`src/rtl/core/jtl_pkg.sv`:
```
`default_nettype none

package jtl_pkg;

    localparam int LEN_W = 16;
    localparam logic [LEN_W-1:0] LEN_MAX = '1;

    // result queue depth: one result waiting plus two from the newest request
    localparam int QUEUE_DEPTH = 3;
    localparam int QPTR_W = $clog2(QUEUE_DEPTH + 1);

    typedef enum logic [3:0] {
        KIND_LBRACK  = 4'd0,
        KIND_RBRACK  = 4'd1,
        KIND_LBRACE  = 4'd2,
        KIND_RBRACE  = 4'd3,
        KIND_COLON   = 4'd4,
        KIND_COMMA   = 4'd5,
        KIND_BOOL    = 4'd6,
        KIND_NULL    = 4'd7,
        KIND_NUMBER  = 4'd8,
        KIND_STRING  = 4'd9,
        KIND_SPACE   = 4'd10,
        KIND_COMMENT = 4'd11,
        KIND_UNKNOWN = 4'd12
    } t_kind;

    typedef enum logic [3:0] {
        MODE_IDLE,
        MODE_LIT,
        MODE_MINUS,
        MODE_ZERO,
        MODE_INT,
        MODE_DOT,
        MODE_FRAC,
        MODE_EXP,
        MODE_EXPSIGN,
        MODE_EXPDIG,
        MODE_STR,
        MODE_WS,
        MODE_SLASH,
        MODE_COMMENT
    } t_mode;

    typedef enum logic [1:0] {
        LIT_TRUE  = 2'd0,
        LIT_FALSE = 2'd1,
        LIT_NULL  = 2'd2
    } t_lit;

    localparam logic [7:0] CH_LBRACK = 8'h5B;
    localparam logic [7:0] CH_RBRACK = 8'h5D;
    localparam logic [7:0] CH_LBRACE = 8'h7B;
    localparam logic [7:0] CH_RBRACE = 8'h7D;
    localparam logic [7:0] CH_COLON  = 8'h3A;
    localparam logic [7:0] CH_COMMA  = 8'h2C;
    localparam logic [7:0] CH_QUOTE  = 8'h22;
    localparam logic [7:0] CH_BSLASH = 8'h5C;
    localparam logic [7:0] CH_SLASH  = 8'h2F;
    localparam logic [7:0] CH_STAR   = 8'h2A;
    localparam logic [7:0] CH_MINUS  = 8'h2D;
    localparam logic [7:0] CH_PLUS   = 8'h2B;
    localparam logic [7:0] CH_DOT    = 8'h2E;
    localparam logic [7:0] CH_ZERO   = 8'h30;
    localparam logic [7:0] CH_NINE   = 8'h39;
    localparam logic [7:0] CH_LOW_E  = 8'h65;
    localparam logic [7:0] CH_UP_E   = 8'h45;
    localparam logic [7:0] CH_LOW_T  = 8'h74;
    localparam logic [7:0] CH_LOW_F  = 8'h66;
    localparam logic [7:0] CH_LOW_N  = 8'h6E;
    localparam logic [7:0] CH_SPACE  = 8'h20;
    localparam logic [7:0] CH_TAB    = 8'h09;
    localparam logic [7:0] CH_CR     = 8'h0D;
    localparam logic [7:0] CH_LF     = 8'h0A;

    typedef struct packed {
        logic       has_byte;
        logic [7:0] char_in;
        logic       end_of_text;
    } t_in;

    typedef struct packed {
        t_kind            token_type;
        logic             matched;
        logic [LEN_W-1:0] token_length;
        logic             last_of_run;
    } t_out;

    typedef struct packed {
        t_mode            mode;
        logic [LEN_W-1:0] len;
        t_lit             lit_sel;
        logic [2:0]       lit_pos;
        logic             esc;
        logic             star;
    } t_lex_state;

    typedef struct packed {
        logic             valid;
        t_kind            kind;
        logic             ok;
        logic [LEN_W-1:0] len;
    } t_emit;

    localparam t_lex_state IDLE_STATE = '{
        mode: MODE_IDLE, len: '0, lit_sel: LIT_TRUE, lit_pos: 3'd0, esc: 1'b0, star: 1'b0
    };

    function automatic logic is_digit(logic [7:0] c);
        return (c >= CH_ZERO) && (c <= CH_NINE);
    endfunction

    function automatic logic is_ws(logic [7:0] c);
        return (c == CH_SPACE) || (c == CH_TAB) || (c == CH_CR) || (c == CH_LF);
    endfunction

    function automatic logic is_exp(logic [7:0] c);
        return (c == CH_LOW_E) || (c == CH_UP_E);
    endfunction

    function automatic logic [2:0] lit_len(t_lit sel);
        return (sel == LIT_FALSE) ? 3'd5 : 3'd4;
    endfunction

    function automatic t_kind lit_kind(t_lit sel);
        return (sel == LIT_TRUE || sel == LIT_FALSE) ? KIND_BOOL : KIND_NULL;
    endfunction

    // expected literal byte at a position; code 3 spells null as well
    function automatic logic [7:0] lit_char(t_lit sel, logic [2:0] pos);
        logic [7:0] c;
        c = 8'h00;
        unique case (sel)
            LIT_TRUE: begin
                unique case (pos)
                    3'd0:    c = "t";
                    3'd1:    c = "r";
                    3'd2:    c = "u";
                    3'd3:    c = "e";
                    default: c = 8'h00;
                endcase
            end
            LIT_FALSE: begin
                unique case (pos)
                    3'd0:    c = "f";
                    3'd1:    c = "a";
                    3'd2:    c = "l";
                    3'd3:    c = "s";
                    3'd4:    c = "e";
                    default: c = 8'h00;
                endcase
            end
            default: begin
                unique case (pos)
                    3'd0:    c = "n";
                    3'd1:    c = "u";
                    3'd2:    c = "l";
                    3'd3:    c = "l";
                    default: c = 8'h00;
                endcase
            end
        endcase
        return c;
    endfunction

    function automatic logic [LEN_W-1:0] grow(logic [LEN_W-1:0] len, logic [1:0] by);
        logic [LEN_W:0] sum;
        sum = {1'b0, len} + {{(LEN_W-1){1'b0}}, by};
        return sum[LEN_W] ? LEN_MAX : sum[LEN_W-1:0];
    endfunction

    function automatic t_emit mk_emit(t_kind k, logic ok, logic [LEN_W-1:0] n);
        t_emit e;
        e.valid = 1'b1;
        e.kind  = k;
        e.ok    = ok;
        e.len   = n;
        return e;
    endfunction

endpackage

`default_nettype wire

```
`src/rtl/core/json_token_lexer.sv`:
```
`default_nettype none

// JSON token lexer: at most one byte per request on the input channel, tokens out.
// Input channel  (i_in_valid / o_in_ready / i_in): has_byte, char_in and
//   end_of_text. A request with end_of_text set flushes the open token.
// Output channel (o_out_valid / i_out_ready / o_out): token_type, matched,
//   token_length (saturating) and last_of_run, set on the final token that
//   a request raised. A request raises zero, one or two tokens.
// Path: a request lands in the input register; once the result queue has
//   room the lexer logic runs on it and pushes its tokens into the queue,
//   whose head entry is registered and drives o_out.
// Throughput: one request per cycle while each raises at most one token and
//   the receiver is ready. A request raising two tokens holds the input until
//   the queue has room again, since the output drains one token per cycle.
// Stall: the result queue holds three tokens; a new request is taken into
//   the lexer only while the queue has room for two, so a stalled receiver
//   stops the lexer; the input register then fills and o_in_ready drops.
// Reset (i_rst_n low, synchronous): lexer idle, no token in progress,
//   queue and input register empty.
module json_token_lexer (
    input  logic          i_clk,
    input  logic          i_rst_n,
    input  logic          i_in_valid,
    output logic          o_in_ready,
    input  jtl_pkg::t_in  i_in,
    output logic          o_out_valid,
    input  logic          i_out_ready,
    output jtl_pkg::t_out o_out
);
    import jtl_pkg::*;

    // input register
    logic       r_in_valid;
    t_in        r_in;
    logic       n_in_valid;

    // lexer state
    t_lex_state r_state;
    t_lex_state step_state;
    logic [1:0] step_n;
    t_out       step_res0;
    t_out       step_res1;

    logic       q_room;
    logic       adv;
    logic       in_acc;

    // the registered request moves into the lexer when the queue can take its tokens
    assign adv        = r_in_valid && q_room;
    assign o_in_ready = !r_in_valid || adv;
    assign in_acc     = i_in_valid && o_in_ready;

    always_comb begin
        n_in_valid = r_in_valid;
        if (in_acc) begin
            n_in_valid = 1'b1;
        end else if (adv) begin
            n_in_valid = 1'b0;
        end
    end

    always_ff @(posedge i_clk) begin
        if (!i_rst_n) begin
            r_in_valid <= 1'b0;
            r_state    <= IDLE_STATE;
        end else begin
            r_in_valid <= n_in_valid;
            if (adv) begin
                r_state <= step_state;
            end
        end
    end

    always_ff @(posedge i_clk) begin
        if (in_acc) begin
            r_in <= i_in;
        end
    end

    jtl_step u_step (
        .i_state (r_state),
        .i_item  (r_in),
        .o_state (step_state),
        .o_count (step_n),
        .o_res0  (step_res0),
        .o_res1  (step_res1)
    );

    jtl_res_queue u_queue (
        .i_clk    (i_clk),
        .i_rst_n  (i_rst_n),
        .i_push_n (adv ? step_n : 2'd0),
        .i_res0   (step_res0),
        .i_res1   (step_res1),
        .o_room   (q_room),
        .o_valid  (o_out_valid),
        .i_ready  (i_out_ready),
        .o_res    (o_out)
    );

    // a held request must not change while the queue lacks room for two tokens
    a_hold_request: assert property (@(posedge i_clk) disable iff (!i_rst_n)
        r_in_valid && !adv |=> r_in_valid && $stable(r_in))
        else $error("held request changed");

    // no request raises more than two tokens
    a_two_max: assert property (@(posedge i_clk) disable iff (!i_rst_n)
        adv |-> step_n != 2'd3)
        else $error("request raised too many tokens");

    // end of text always leaves the lexer idle
    a_flush_idle: assert property (@(posedge i_clk) disable iff (!i_rst_n)
        adv && r_in.end_of_text |=> r_state.mode == MODE_IDLE)
        else $error("lexer not idle after end of text");

    // tokens pushed show up on the output next cycle
    a_push_visible: assert property (@(posedge i_clk) disable iff (!i_rst_n)
        adv && step_n != 2'd0 |=> o_out_valid)
        else $error("pushed token not visible");

endmodule

`default_nettype wire

```
`src/rtl/core/jtl_step.sv`:
```
`default_nettype none

// One byte through the lexer: feed, restart, end-of-text flush.
module jtl_step (
    input  jtl_pkg::t_lex_state i_state,
    input  jtl_pkg::t_in        i_item,
    output jtl_pkg::t_lex_state o_state,
    output logic [1:0]          o_count,
    output jtl_pkg::t_out       o_res0,
    output jtl_pkg::t_out       o_res1
);
    import jtl_pkg::*;

    t_lex_state s;
    t_emit      ev [4];
    logic       taken;
    logic [7:0] c;
    logic [1:0] n;
    t_out       r0;
    t_out       r1;

    assign c = i_item.char_in;

    always_comb begin
        s     = i_state;
        taken = 1'b0;
        for (int j = 0; j < 4; j++) begin
            ev[j] = '0;
        end

        // feed the byte to the token in progress
        if (i_item.has_byte && i_state.mode != MODE_IDLE) begin
            unique case (s.mode)
                MODE_LIT: begin
                    if (s.lit_pos < lit_len(s.lit_sel) && c == lit_char(s.lit_sel, s.lit_pos)) begin
                        taken     = 1'b1;
                        s.len     = grow(s.len, 2'd1);
                        s.lit_pos = s.lit_pos + 3'd1;
                        if (s.lit_pos >= lit_len(s.lit_sel)) begin
                            ev[0] = mk_emit(lit_kind(s.lit_sel), 1'b1, s.len);
                            s     = IDLE_STATE;
                        end
                    end else begin
                        ev[0] = mk_emit(lit_kind(s.lit_sel), 1'b0, s.len);
                        s     = IDLE_STATE;
                    end
                end
                MODE_MINUS: begin
                    if (is_digit(c)) begin
                        taken  = 1'b1;
                        s.len  = grow(s.len, 2'd1);
                        s.mode = (c == CH_ZERO) ? MODE_ZERO : MODE_INT;
                    end else begin
                        ev[0] = mk_emit(KIND_NUMBER, 1'b0, s.len);
                        s     = IDLE_STATE;
                    end
                end
                MODE_ZERO, MODE_INT: begin
                    if (is_digit(c) || c == CH_DOT || is_exp(c)) begin
                        taken  = 1'b1;
                        s.len  = grow(s.len, 2'd1);
                        s.mode = is_digit(c) ? MODE_INT : (c == CH_DOT) ? MODE_DOT : MODE_EXP;
                    end else begin
                        ev[0] = mk_emit(KIND_NUMBER, 1'b1, s.len);
                        s     = IDLE_STATE;
                    end
                end
                MODE_DOT: begin
                    if (is_digit(c)) begin
                        taken  = 1'b1;
                        s.len  = grow(s.len, 2'd1);
                        s.mode = MODE_FRAC;
                    end else begin
                        ev[0] = mk_emit(KIND_NUMBER, 1'b0, s.len);
                        s     = IDLE_STATE;
                    end
                end
                MODE_FRAC: begin
                    if (is_digit(c) || is_exp(c)) begin
                        taken  = 1'b1;
                        s.len  = grow(s.len, 2'd1);
                        s.mode = is_digit(c) ? MODE_FRAC : MODE_EXP;
                    end else begin
                        ev[0] = mk_emit(KIND_NUMBER, 1'b1, s.len);
                        s     = IDLE_STATE;
                    end
                end
                MODE_EXP: begin
                    if (is_digit(c) || c == CH_PLUS || c == CH_MINUS) begin
                        taken  = 1'b1;
                        s.len  = grow(s.len, 2'd1);
                        s.mode = is_digit(c) ? MODE_EXPDIG : MODE_EXPSIGN;
                    end else begin
                        ev[0] = mk_emit(KIND_NUMBER, 1'b0, s.len);
                        s     = IDLE_STATE;
                    end
                end
                MODE_EXPSIGN: begin
                    if (is_digit(c)) begin
                        taken  = 1'b1;
                        s.len  = grow(s.len, 2'd1);
                        s.mode = MODE_EXPDIG;
                    end else begin
                        ev[0] = mk_emit(KIND_NUMBER, 1'b0, s.len);
                        s     = IDLE_STATE;
                    end
                end
                MODE_EXPDIG: begin
                    if (is_digit(c)) begin
                        taken = 1'b1;
                        s.len = grow(s.len, 2'd1);
                    end else begin
                        ev[0] = mk_emit(KIND_NUMBER, 1'b1, s.len);
                        s     = IDLE_STATE;
                    end
                end
                MODE_STR: begin
                    taken = 1'b1;
                    priority if (s.esc) begin
                        // backslash and escaped byte counted together
                        s.esc = 1'b0;
                        s.len = grow(s.len, 2'd2);
                    end else if (c == CH_QUOTE) begin
                        ev[0] = mk_emit(KIND_STRING, 1'b1, grow(s.len, 2'd1));
                        s     = IDLE_STATE;
                    end else if (c == CH_BSLASH) begin
                        s.esc = 1'b1;
                    end else begin
                        s.len = grow(s.len, 2'd1);
                    end
                end
                MODE_WS: begin
                    if (is_ws(c)) begin
                        taken = 1'b1;
                        s.len = grow(s.len, 2'd1);
                    end else begin
                        ev[0] = mk_emit(KIND_SPACE, 1'b1, s.len);
                        s     = IDLE_STATE;
                    end
                end
                MODE_SLASH: begin
                    if (c == CH_STAR) begin
                        taken  = 1'b1;
                        s.len  = grow(s.len, 2'd1);
                        s.mode = MODE_COMMENT;
                        s.star = 1'b0;
                    end else begin
                        ev[0] = mk_emit(KIND_COMMENT, 1'b0, s.len);
                        s     = IDLE_STATE;
                    end
                end
                MODE_COMMENT: begin
                    taken = 1'b1;
                    s.len = grow(s.len, 2'd1);
                    priority if (c == CH_STAR) begin
                        s.star = 1'b1;
                    end else if (s.star && c == CH_SLASH) begin
                        ev[0] = mk_emit(KIND_COMMENT, 1'b1, s.len);
                        s     = IDLE_STATE;
                    end else begin
                        s.star = 1'b0;
                    end
                end
                default: begin
                    s = IDLE_STATE;
                end
            endcase
        end

        // byte not taken (or nothing in progress): it opens a new token
        if (i_item.has_byte && !taken) begin
            s     = IDLE_STATE;
            s.len = {{(LEN_W-1){1'b0}}, 1'b1};
            unique case (c)
                CH_LBRACK: begin ev[1] = mk_emit(KIND_LBRACK, 1'b1, s.len); s = IDLE_STATE; end
                CH_RBRACK: begin ev[1] = mk_emit(KIND_RBRACK, 1'b1, s.len); s = IDLE_STATE; end
                CH_LBRACE: begin ev[1] = mk_emit(KIND_LBRACE, 1'b1, s.len); s = IDLE_STATE; end
                CH_RBRACE: begin ev[1] = mk_emit(KIND_RBRACE, 1'b1, s.len); s = IDLE_STATE; end
                CH_COLON:  begin ev[1] = mk_emit(KIND_COLON, 1'b1, s.len);  s = IDLE_STATE; end
                CH_COMMA:  begin ev[1] = mk_emit(KIND_COMMA, 1'b1, s.len);  s = IDLE_STATE; end
                CH_LOW_T: begin
                    s.mode = MODE_LIT; s.lit_sel = LIT_TRUE;  s.lit_pos = 3'd1;
                end
                CH_LOW_F: begin
                    s.mode = MODE_LIT; s.lit_sel = LIT_FALSE; s.lit_pos = 3'd1;
                end
                CH_LOW_N: begin
                    s.mode = MODE_LIT; s.lit_sel = LIT_NULL;  s.lit_pos = 3'd1;
                end
                CH_MINUS: s.mode = MODE_MINUS;
                CH_ZERO:  s.mode = MODE_ZERO;
                CH_QUOTE: s.mode = MODE_STR;
                CH_SLASH: s.mode = MODE_SLASH;
                default: begin
                    priority if (is_digit(c)) begin
                        s.mode = MODE_INT;
                    end else if (is_ws(c)) begin
                        s.mode = MODE_WS;
                    end else begin
                        ev[1] = mk_emit(KIND_UNKNOWN, 1'b0, s.len);
                        s     = IDLE_STATE;
                    end
                end
            endcase
        end

        // end of text flushes whatever is open
        if (i_item.end_of_text) begin
            unique case (s.mode)
                MODE_IDLE: ;
                MODE_LIT: ev[2] = mk_emit(lit_kind(s.lit_sel), 1'b0, s.len);
                MODE_ZERO, MODE_INT, MODE_FRAC, MODE_EXPDIG:
                    ev[2] = mk_emit(KIND_NUMBER, 1'b1, s.len);
                MODE_MINUS, MODE_DOT, MODE_EXP, MODE_EXPSIGN:
                    ev[2] = mk_emit(KIND_NUMBER, 1'b0, s.len);
                MODE_STR: begin
                    ev[2] = mk_emit(KIND_STRING, 1'b0, s.len);
                    // dangling backslash comes out as its own unknown byte
                    if (s.esc) begin
                        ev[3] = mk_emit(KIND_UNKNOWN, 1'b0, {{(LEN_W-1){1'b0}}, 1'b1});
                    end
                end
                MODE_WS: ev[2] = mk_emit(KIND_SPACE, 1'b1, s.len);
                MODE_SLASH, MODE_COMMENT: ev[2] = mk_emit(KIND_COMMENT, 1'b0, s.len);
                default: ;
            endcase
            s = IDLE_STATE;
        end
    end

    // compact the emits into two result slots, in order
    always_comb begin
        n  = 2'd0;
        r0 = '0;
        r1 = '0;
        for (int j = 0; j < 4; j++) begin
            if (ev[j].valid) begin
                if (n == 2'd0) begin
                    r0 = '{token_type: ev[j].kind, matched: ev[j].ok,
                           token_length: ev[j].len, last_of_run: 1'b0};
                    n  = 2'd1;
                end else if (n == 2'd1) begin
                    r1 = '{token_type: ev[j].kind, matched: ev[j].ok,
                           token_length: ev[j].len, last_of_run: 1'b0};
                    n  = 2'd2;
                end
            end
        end
        r0.last_of_run = (n == 2'd1);
        r1.last_of_run = (n == 2'd2);
    end

    assign o_state = s;
    assign o_count = n;
    assign o_res0  = r0;
    assign o_res1  = r1;

endmodule

`default_nettype wire

```
`src/rtl/core/jtl_res_queue.sv`:
```
`default_nettype none

// Shift queue of results; head is always entry 0, so the output is registered.
module jtl_res_queue (
    input  logic          i_clk,
    input  logic          i_rst_n,
    input  logic [1:0]    i_push_n,
    input  jtl_pkg::t_out i_res0,
    input  jtl_pkg::t_out i_res1,
    output logic          o_room,
    output logic          o_valid,
    input  logic          i_ready,
    output jtl_pkg::t_out o_res
);
    import jtl_pkg::*;

    t_out              r_q [QUEUE_DEPTH];
    t_out              n_q [QUEUE_DEPTH];
    logic [QPTR_W-1:0] r_count;
    logic [QPTR_W-1:0] n_count;
    logic              pop;
    logic [QPTR_W-1:0] base;

    assign pop  = (r_count != '0) && i_ready;
    assign base = r_count - {{(QPTR_W-1){1'b0}}, pop};

    always_comb begin
        for (int j = 0; j < QUEUE_DEPTH; j++) begin
            n_q[j] = r_q[j];
            if (pop && j < QUEUE_DEPTH - 1) begin
                n_q[j] = r_q[(j + 1) % QUEUE_DEPTH];
            end
            if (i_push_n != 2'd0 && base == QPTR_W'(j)) begin
                n_q[j] = i_res0;
            end
            if (i_push_n == 2'd2 && base + QPTR_W'(1) == QPTR_W'(j)) begin
                n_q[j] = i_res1;
            end
        end
        n_count = base + QPTR_W'(i_push_n);
    end

    always_ff @(posedge i_clk) begin
        if (!i_rst_n) begin
            r_count <= '0;
        end else begin
            r_count <= n_count;
        end
    end

    always_ff @(posedge i_clk) begin
        r_q <= n_q;
    end

    // room for the two results one request can raise
    assign o_room  = r_count <= QPTR_W'(QUEUE_DEPTH - 2);
    assign o_valid = r_count != '0;
    assign o_res   = r_q[0];

endmodule

`default_nettype wire
```
`config.mk`:
```
export PLATFORM = sky130hd
export DESIGN_NAME = json_token_lexer
export DESIGN_NICKNAME = d
export VERILOG_FILES = /design/src/rtl/core/jtl_pkg.sv /design/src/rtl/core/json_token_lexer.sv /design/src/rtl/core/jtl_step.sv /design/src/rtl/core/jtl_res_queue.sv
export SDC_FILE = /design/constraint.sdc
export NUM_CORES = 1
export LEC_CHECK = 0
export BUFFER_PORTS_ARGS = -buffer_cell sky130_fd_sc_hd__buf_2
export CAP_MARGIN = 20
export CORE_MARGIN = 3
export CORE_UTILIZATION = 55
export DETAILED_ROUTE_END_ITERATION = 7
export GPL_ROUTABILITY_DRIVEN = 0
export PLACE_DENSITY_LB_ADDON = 0.1
export SLEW_MARGIN = 20
export SYNTH_ARGS = -nofsm -noshare
export SYNTH_HDL_FRONTEND = slang
export SYNTH_SLANG_ARGS = --single-unit
```
`constraint.sdc`:
```
create_clock -name i_clk -period 8.7 [get_ports i_clk]
set_input_delay 1.74 -clock i_clk [delete_from_list [all_inputs] [get_ports i_clk]]
set_output_delay 1.74 -clock i_clk [all_outputs]
set_load 0.01 [all_outputs]
```
==> results.cfg, run 1 <==
[clock_tree]
clkSlewWorstSetupHoldPaths_ns = 0.08
ctsResizeCount = 0
clk_path_buf_depth = 2
clk_latency_ns = 0.36
cts-buffers-inserted = 9
clkSinkCount = 106
cts_setup_buffers = 0
tritoncts = built
hold_buffers = 0
cts_root_buffer = clkbuf_16
htree_levels = 3

[route]
ant_nets = 0
wirelength_mm = 27.80
drt_first_pass_iters = 6
viasPerCell = 6.843
drt_iter0_markers = 1324
via_count = 8978
wl_per_cell_um = 21.19
drc = 0

[layout]
final_cells = 1312
final_core_util = 0.5869
final.fill_count = 1495
layout.nets = 1121
drive_gt1_frac = 0.1022
area_delta_synth_final_pct = 2.750
stdcell_area_um2 = 9492
antenna-diode-count = 0

[sta]
fin_crit_ns = 6.961
max_slew_margin = 0.3204
skew_ns = 0.008416
finalHoldViolCount = 0
setup_ws_ns = 1.739
max_clock_freq_ghz = 0.1437
final_max_slew_viol_count = 0
worstMarginPinSlew_ns = 1.009
setup_viol = 0
finalSetupTns_ns = 0
rsz0062_at_grt = false
fin_crit_sh = 0.8001
whs_ns = 0.5334

[hold_path]
min_path_type = reg -> reg
worstHoldStart = r_state[0]$_SDFFE_PN0P_
hold_depth = 2

[placed_design]
dp_cells = 1296
place_ws_ns = 1.913
placed_cell_area_um2 = 9184
port_buffers = 37
hpwl_mm = 19.81

[run_status]
outcome = finished clean

[logic_synthesis]
synth_ff_type = edfxtp_1
synth_top_area_share = 0.2471
async_flop_share = 0
synthCells = 1146
ys_ff_latch = 106
synth_top_cell_by_area = edfxtp_1
synth_edf_count = 76
synth_area_um2 = 9238
synth_area_leaders = edfxtp_1, dfxtp_1, o21ai_0, nand2_1, a21oi_1
synth.net_count = 1176
ys_seq_area_frac = 0.3121
avgSynthCellArea_um2 = 8.061
synth_cell_types = 97
ys_warn_count = 0

[grt]
groute.usage.overall = 0.3025
antenna_found_initial = 0
grt_overflow = 0
grt_pass1_vias = 8046
grt_pass1_wl_mm = 44.16
grt_max_degree = 37

[setup_path]
crit_slowest_cell = o21a_1
r2r_cells = 19
arrival_ns = 6.95
startpoint_type = flip-flop
critical_path.max_fanout = 22
crit_chain = inv_1 > ha_1 > o21bai_1 > o21ai_0 > or4_1 > a221oi_2 > nand2b_1 > o211ai_1 > and2_1 > ha_1 > nand2_1 > a211o_1 > o21ai_0 > ha_1 > nand3_1 > o31a_4 > a21o_1 > and3_1 > o21a_1
reg2reg_from = r_state[3]$_SDFFE_PN0P_
worst_path_most_repeated_cell = ha_1
path_class = reg -> reg
required_ns = 8.69
cp-startpoint = r_state[3]$_SDFFE_PN0P_
slowest_delay_ns = 0.78
endpoint_kind = flip-flop

[pwr]
p_leak_nw = 3.191
finalPower_mw = 1.552
power_density_nw_per_um2 = 163.5
ir_worst_vdd_mv = 0.1803

[floorplan]
die_h_um = 135.6
die_area_um2 = 18390
initial_core_util = 0.5712
rows = 46
die_w_um = 135.6
io_pins = 38
coreArea_um2 = 16170

[run]
cap_violations = 0
==> registers in the layout, indices dropped and copies added, names as in the netlist <==
register         cells
u_queue.r_count      2
r_in_valid           1
r_state             27
r_in                10
u_queue.r_q         44
u_queue.o_res       22
==> worst paths after layout <==
path | to | slack (ns)
setup / recovery | u_queue.r_q[19]$_DFFE_PP_ | 1.74
hold / removal | r_state[0]$_SDFFE_PN0P_ | 0.53
setup reg to reg | u_queue.r_q[19]$_DFFE_PP_ | 1.74
hold reg to reg | r_state[0]$_SDFFE_PN0P_ | 0.53
==> critical path, delay by kind of cell (launching register included) <==
| kind | cells | cell delay (ns) |
|---|---|---|
| simple gates | 6 | 1.87 |
| compound gates | 9 | 3.23 |
| flops | 1 | 0.43 |
| fa+ha+maj | 3 | 0.88 |
| buf+inv | 1 | 0.15 |
==> layout make-up <==
type	count	area, µm²	area share
clock inverter	7	82.58	0.008700
inverter	34	127.6	0.01345
sequential	106	2883	0.3037
clock buffer	9	225.2	0.02373
multi-input combinational	892	5635	0.5937
timing repair buffer	48	267.8	0.02821
tap	216	270.3	0.02847
==> synth_stat cells, types with 25 or more instances <==
library cell,number
buf_4,27
a22oi_1,47
clkbuf_1,55
nor3_1,27
a21oi_1,79
o21ai_0,99
edfxtp_1,76
mux2i_1,25
dfxtp_1,30
inv_1,32
nand3_1,30
nor2b_1,26
nor2_1,72
nand2_1,126
==> where the power goes <==
part | leakage [nW] | switching [mW] | internal (mW)
clock network | 0.150 | 0.206 | 0.229
registers | 0.960 | 0.0366 | 0.666
logic | 2.08 | 0.278 | 0.136
==> layer usage <==
layer,part of all wire,up-vias,global-route usage
li1,-,4161,-
met3,0.083,105,0.04235
met5,0,-,0
met1,0.42,4185,0.4269
met2,0.45,527,0.4663
met4,0.043,0,0.1277
==> cells by family (layout without fill, tap and decap cells) <==
kind of cell	count (synthesis)	in the layout	share of synthesized area
xor gates and xnor gates	21	21	0.01991
DFF	106	106	0.3121
AOI/OAI and AO/OA	410	410	0.2996
buffers and inverters	148	98	0.07883
muxes	31	31	0.03467
adders and majority gates	16	16	0.02167
and+or+nand+nor	414	414	0.2332
==> cells in the final DEF, fill, tap and decap left out, types with 16 or more instances in the layout <==
cell type / count
and2_1: 23
nand2b_1: 16
a22oi_1: 47
mux2i_1: 25
nand3_1: 30
ha_1: 16
edfxtp_1: 76
a21oi_1: 79
nor3_1: 26
nor2b_1: 26
inv_1: 32
nand2_1: 126
buf_2: 37
o21ai_0: 98
dfxtp_1: 30
nor2_1: 72
a31oi_1: 20
Power figures use the tool's default switching activity.
==> run 2: changes to the inputs <==
==> constraint.sdc (replaced) <==
create_clock -name i_clk -period 5.7 [get_ports i_clk]
set_input_delay 1.14 -clock i_clk [delete_from_list [all_inputs] [get_ports i_clk]]
set_output_delay 1.14 -clock i_clk [all_outputs]
set_load 0.01 [all_outputs]
==> results.cfg, run 2 (synthesis results as in run 1) <==
[route]
drc = 0
via_count = 9019
wirelength_mm = 27.55
drt_first_pass_iters = 6
wl_per_cell_um = 20.62
ant_nets = 0
viasPerCell = 6.751
drt_iter0_markers = 1194

[setup_path]
crit_slowest_cell = o311ai_1
slowest_delay_ns = 0.57
reg2reg_slack_ns = 0.29
required_ns = 5.73
critical_path.max_fanout = 22
startpoint_type = flip-flop
path_class = reg -> reg
crit_chain = buf_4 > or4b_1 > o311ai_1 > nor3_1 > nor4_1 > or2_1 > nor2_1 > a211oi_2 > o21ai_0 > ha_1 > nand2_1 > nand2_1 > nor4_1 > o21a_1 > buf_4
crit_family = simple AND/OR/NAND/NOR gates
critPathBufInv = 2
endpoint_kind = flip-flop
arrival_ns = 5.44

[sta]
max_clock_freq_ghz = 0.1849
fin_crit_sh = 0.9488
skew_ns = 0.01248
finalHoldViolCount = 0
rsz0062_at_grt = false
fin_crit_ns = 5.408
setup_viol = 0
final_max_slew_viol_count = 0
whs_ns = 0.5241
max_slew_margin = 0.2871
worstMarginPinSlew_ns = 1.060
finalSetupTns_ns = 0

[pwr]
power_density_nw_per_um2 = 240.4
p_clk_frac = 0.260
p_int_mw = 1.541
swShare = 0.3371
ir_worst_vdd_mv = 0.2458
p_comb_frac = 0.279
finalPower_mw = 2.325
p_leak_nw = 3.294
netSwitchingPower_uw = 783.7
power_frac_seq = 0.461

[clock_tree]
tritoncts = built
clk_latency_ns = 0.36
cts-buffers-inserted = 9
clkSlewWorstSetupHoldPaths_ns = 0.08
htree_levels = 3
clk_path_buf_depth = 2
hold_buffers = 0
cts_root_buffer = clkbuf_16
clkSinkCount = 106

[layout]
final_common_cell = nand2_1
drive_gt1_frac = 0.1286
final_cells = 1336
top_register = u_queue.r_q
stdcell_area_um2 = 9668
layout.nets = 1145
layout_common_cells = nand2_1, o21ai_0, a21oi_1
largest_reg_flops = 44
area_delta_synth_final_pct = 4.659
antenna-diode-count = 0
final.fill_count = 1483

[grt]
grt_pass1_vias = 8345
grt_max_degree = 35
grt_pass1_wl_mm = 44.64
antenna_found_initial = 0
grt_overflow = 0
groute.usage.overall = 0.3038

[floorplan]
die_w_um = 135.6
die_area_um2 = 18390
coreArea_um2 = 16170
rows = 46
io_pins = 38
initial_core_util = 0.5712
die_h_um = 135.6

[run_status]
outcome = finished clean

[placed_design]
placed_cell_area_um2 = 9385
dp_cells = 1320
hpwl_mm = 20.07
port_buffers = 37

[hold_path]
min_path_type = reg -> reg

[run]
cap_violations = 0
## run 2: changes by cell type in the layout (fill, tap and decap cells not counted), moves of 2 or more
cell	change
nand2_2	+2
clkinv_4	+3
nor2_1	-2
ha_1	-2
dfxtp_2	+2
nor2_2	+2
buf_4	+24
ha_2	+2
inv_8	-2
nand2_1	-2
dfxtp_1	-2
## run 2: path summary, 6_finish.rpt
kind,start,end,depth (start not counted)
min,r_state[2]$_SDFFE_PN0P_,r_state[2]$_SDFFE_PN0P_,2
max reg2reg,r_in[5]$_DFFE_PP_,u_queue.r_q[10]$_DFFE_PP_,15
min reg2reg,r_state[2]$_SDFFE_PN0P_,r_state[2]$_SDFFE_PN0P_,2
max,r_in[5]$_DFFE_PP_,u_queue.r_q[10]$_DFFE_PP_,15
## run 2: final cells by class
class | instances | area, µm² | share of cell area
Clock buffer | 9 | 225.2 | 0.02329
Clock inverter | 7 | 52.55 | 0.005435
Inverter | 34 | 127.6 | 0.01320
Multi-Input combinational cell | 892 | 5659 | 0.5854
Sequential cell | 106 | 2885 | 0.2984
Tap cell | 216 | 270.3 | 0.02795
Timing Repair Buffer | 72 | 447.9 | 0.04633
## run 2: layer usage
metal  track usage  vias up  part of all wire
met5             0        -                 0
met4       0.09910        0             0.031
met3       0.04941       76             0.078
met2        0.4876      466              0.46
met1        0.4200     4266              0.43
li1              -     4211                 -
## run 2: stage by stage
step                      utilization  worst slack [ns]
final                          0.5978            0.2916
after global routing           0.5978          0.006214
after CTS                      0.5975            0.3965
after detailed placement       0.5803            0.4292
after global placement         0.5801            0.4088
after floorplan                     -           0.01534
## run 2: worst register-to-register path, cell delays in order, from the launching register on
cell,delay (ns)
edfxtp_1,0.52
buf_4,0.23
or4b_1,0.56
o311ai_1,0.57
nor3_1,0.10
nor4_1,0.56
or2_1,0.34
nor2_1,0.14
a211oi_2,0.37
o21ai_0,0.23
ha_1,0.25
nand2_1,0.33
nand2_1,0.21
nor4_1,0.21
o21a_1,0.14
buf_4,0.32
## run 2: timing repair
| action | in CTS | in global routing |
|---|---|---|
| setup endpoints to repair | 0 | 58 |
| buffers inserted | 0 | 0 |
| gates resized for setup | 0 | 2 |
## run 2: power by group through the flow
stage | Combinational [mW] | Sequential (mW) | Clock [mW]
floorplan | 0.528 | 1.06 | 0
global placement | 0.635 | 1.09 | 0
detailed placement | 0.642 | 1.09 | 0
CTS | 0.645 | 1.07 | 0.614
global route | 0.712 | 1.09 | 0.641
finish | 0.648 | 1.07 | 0.605
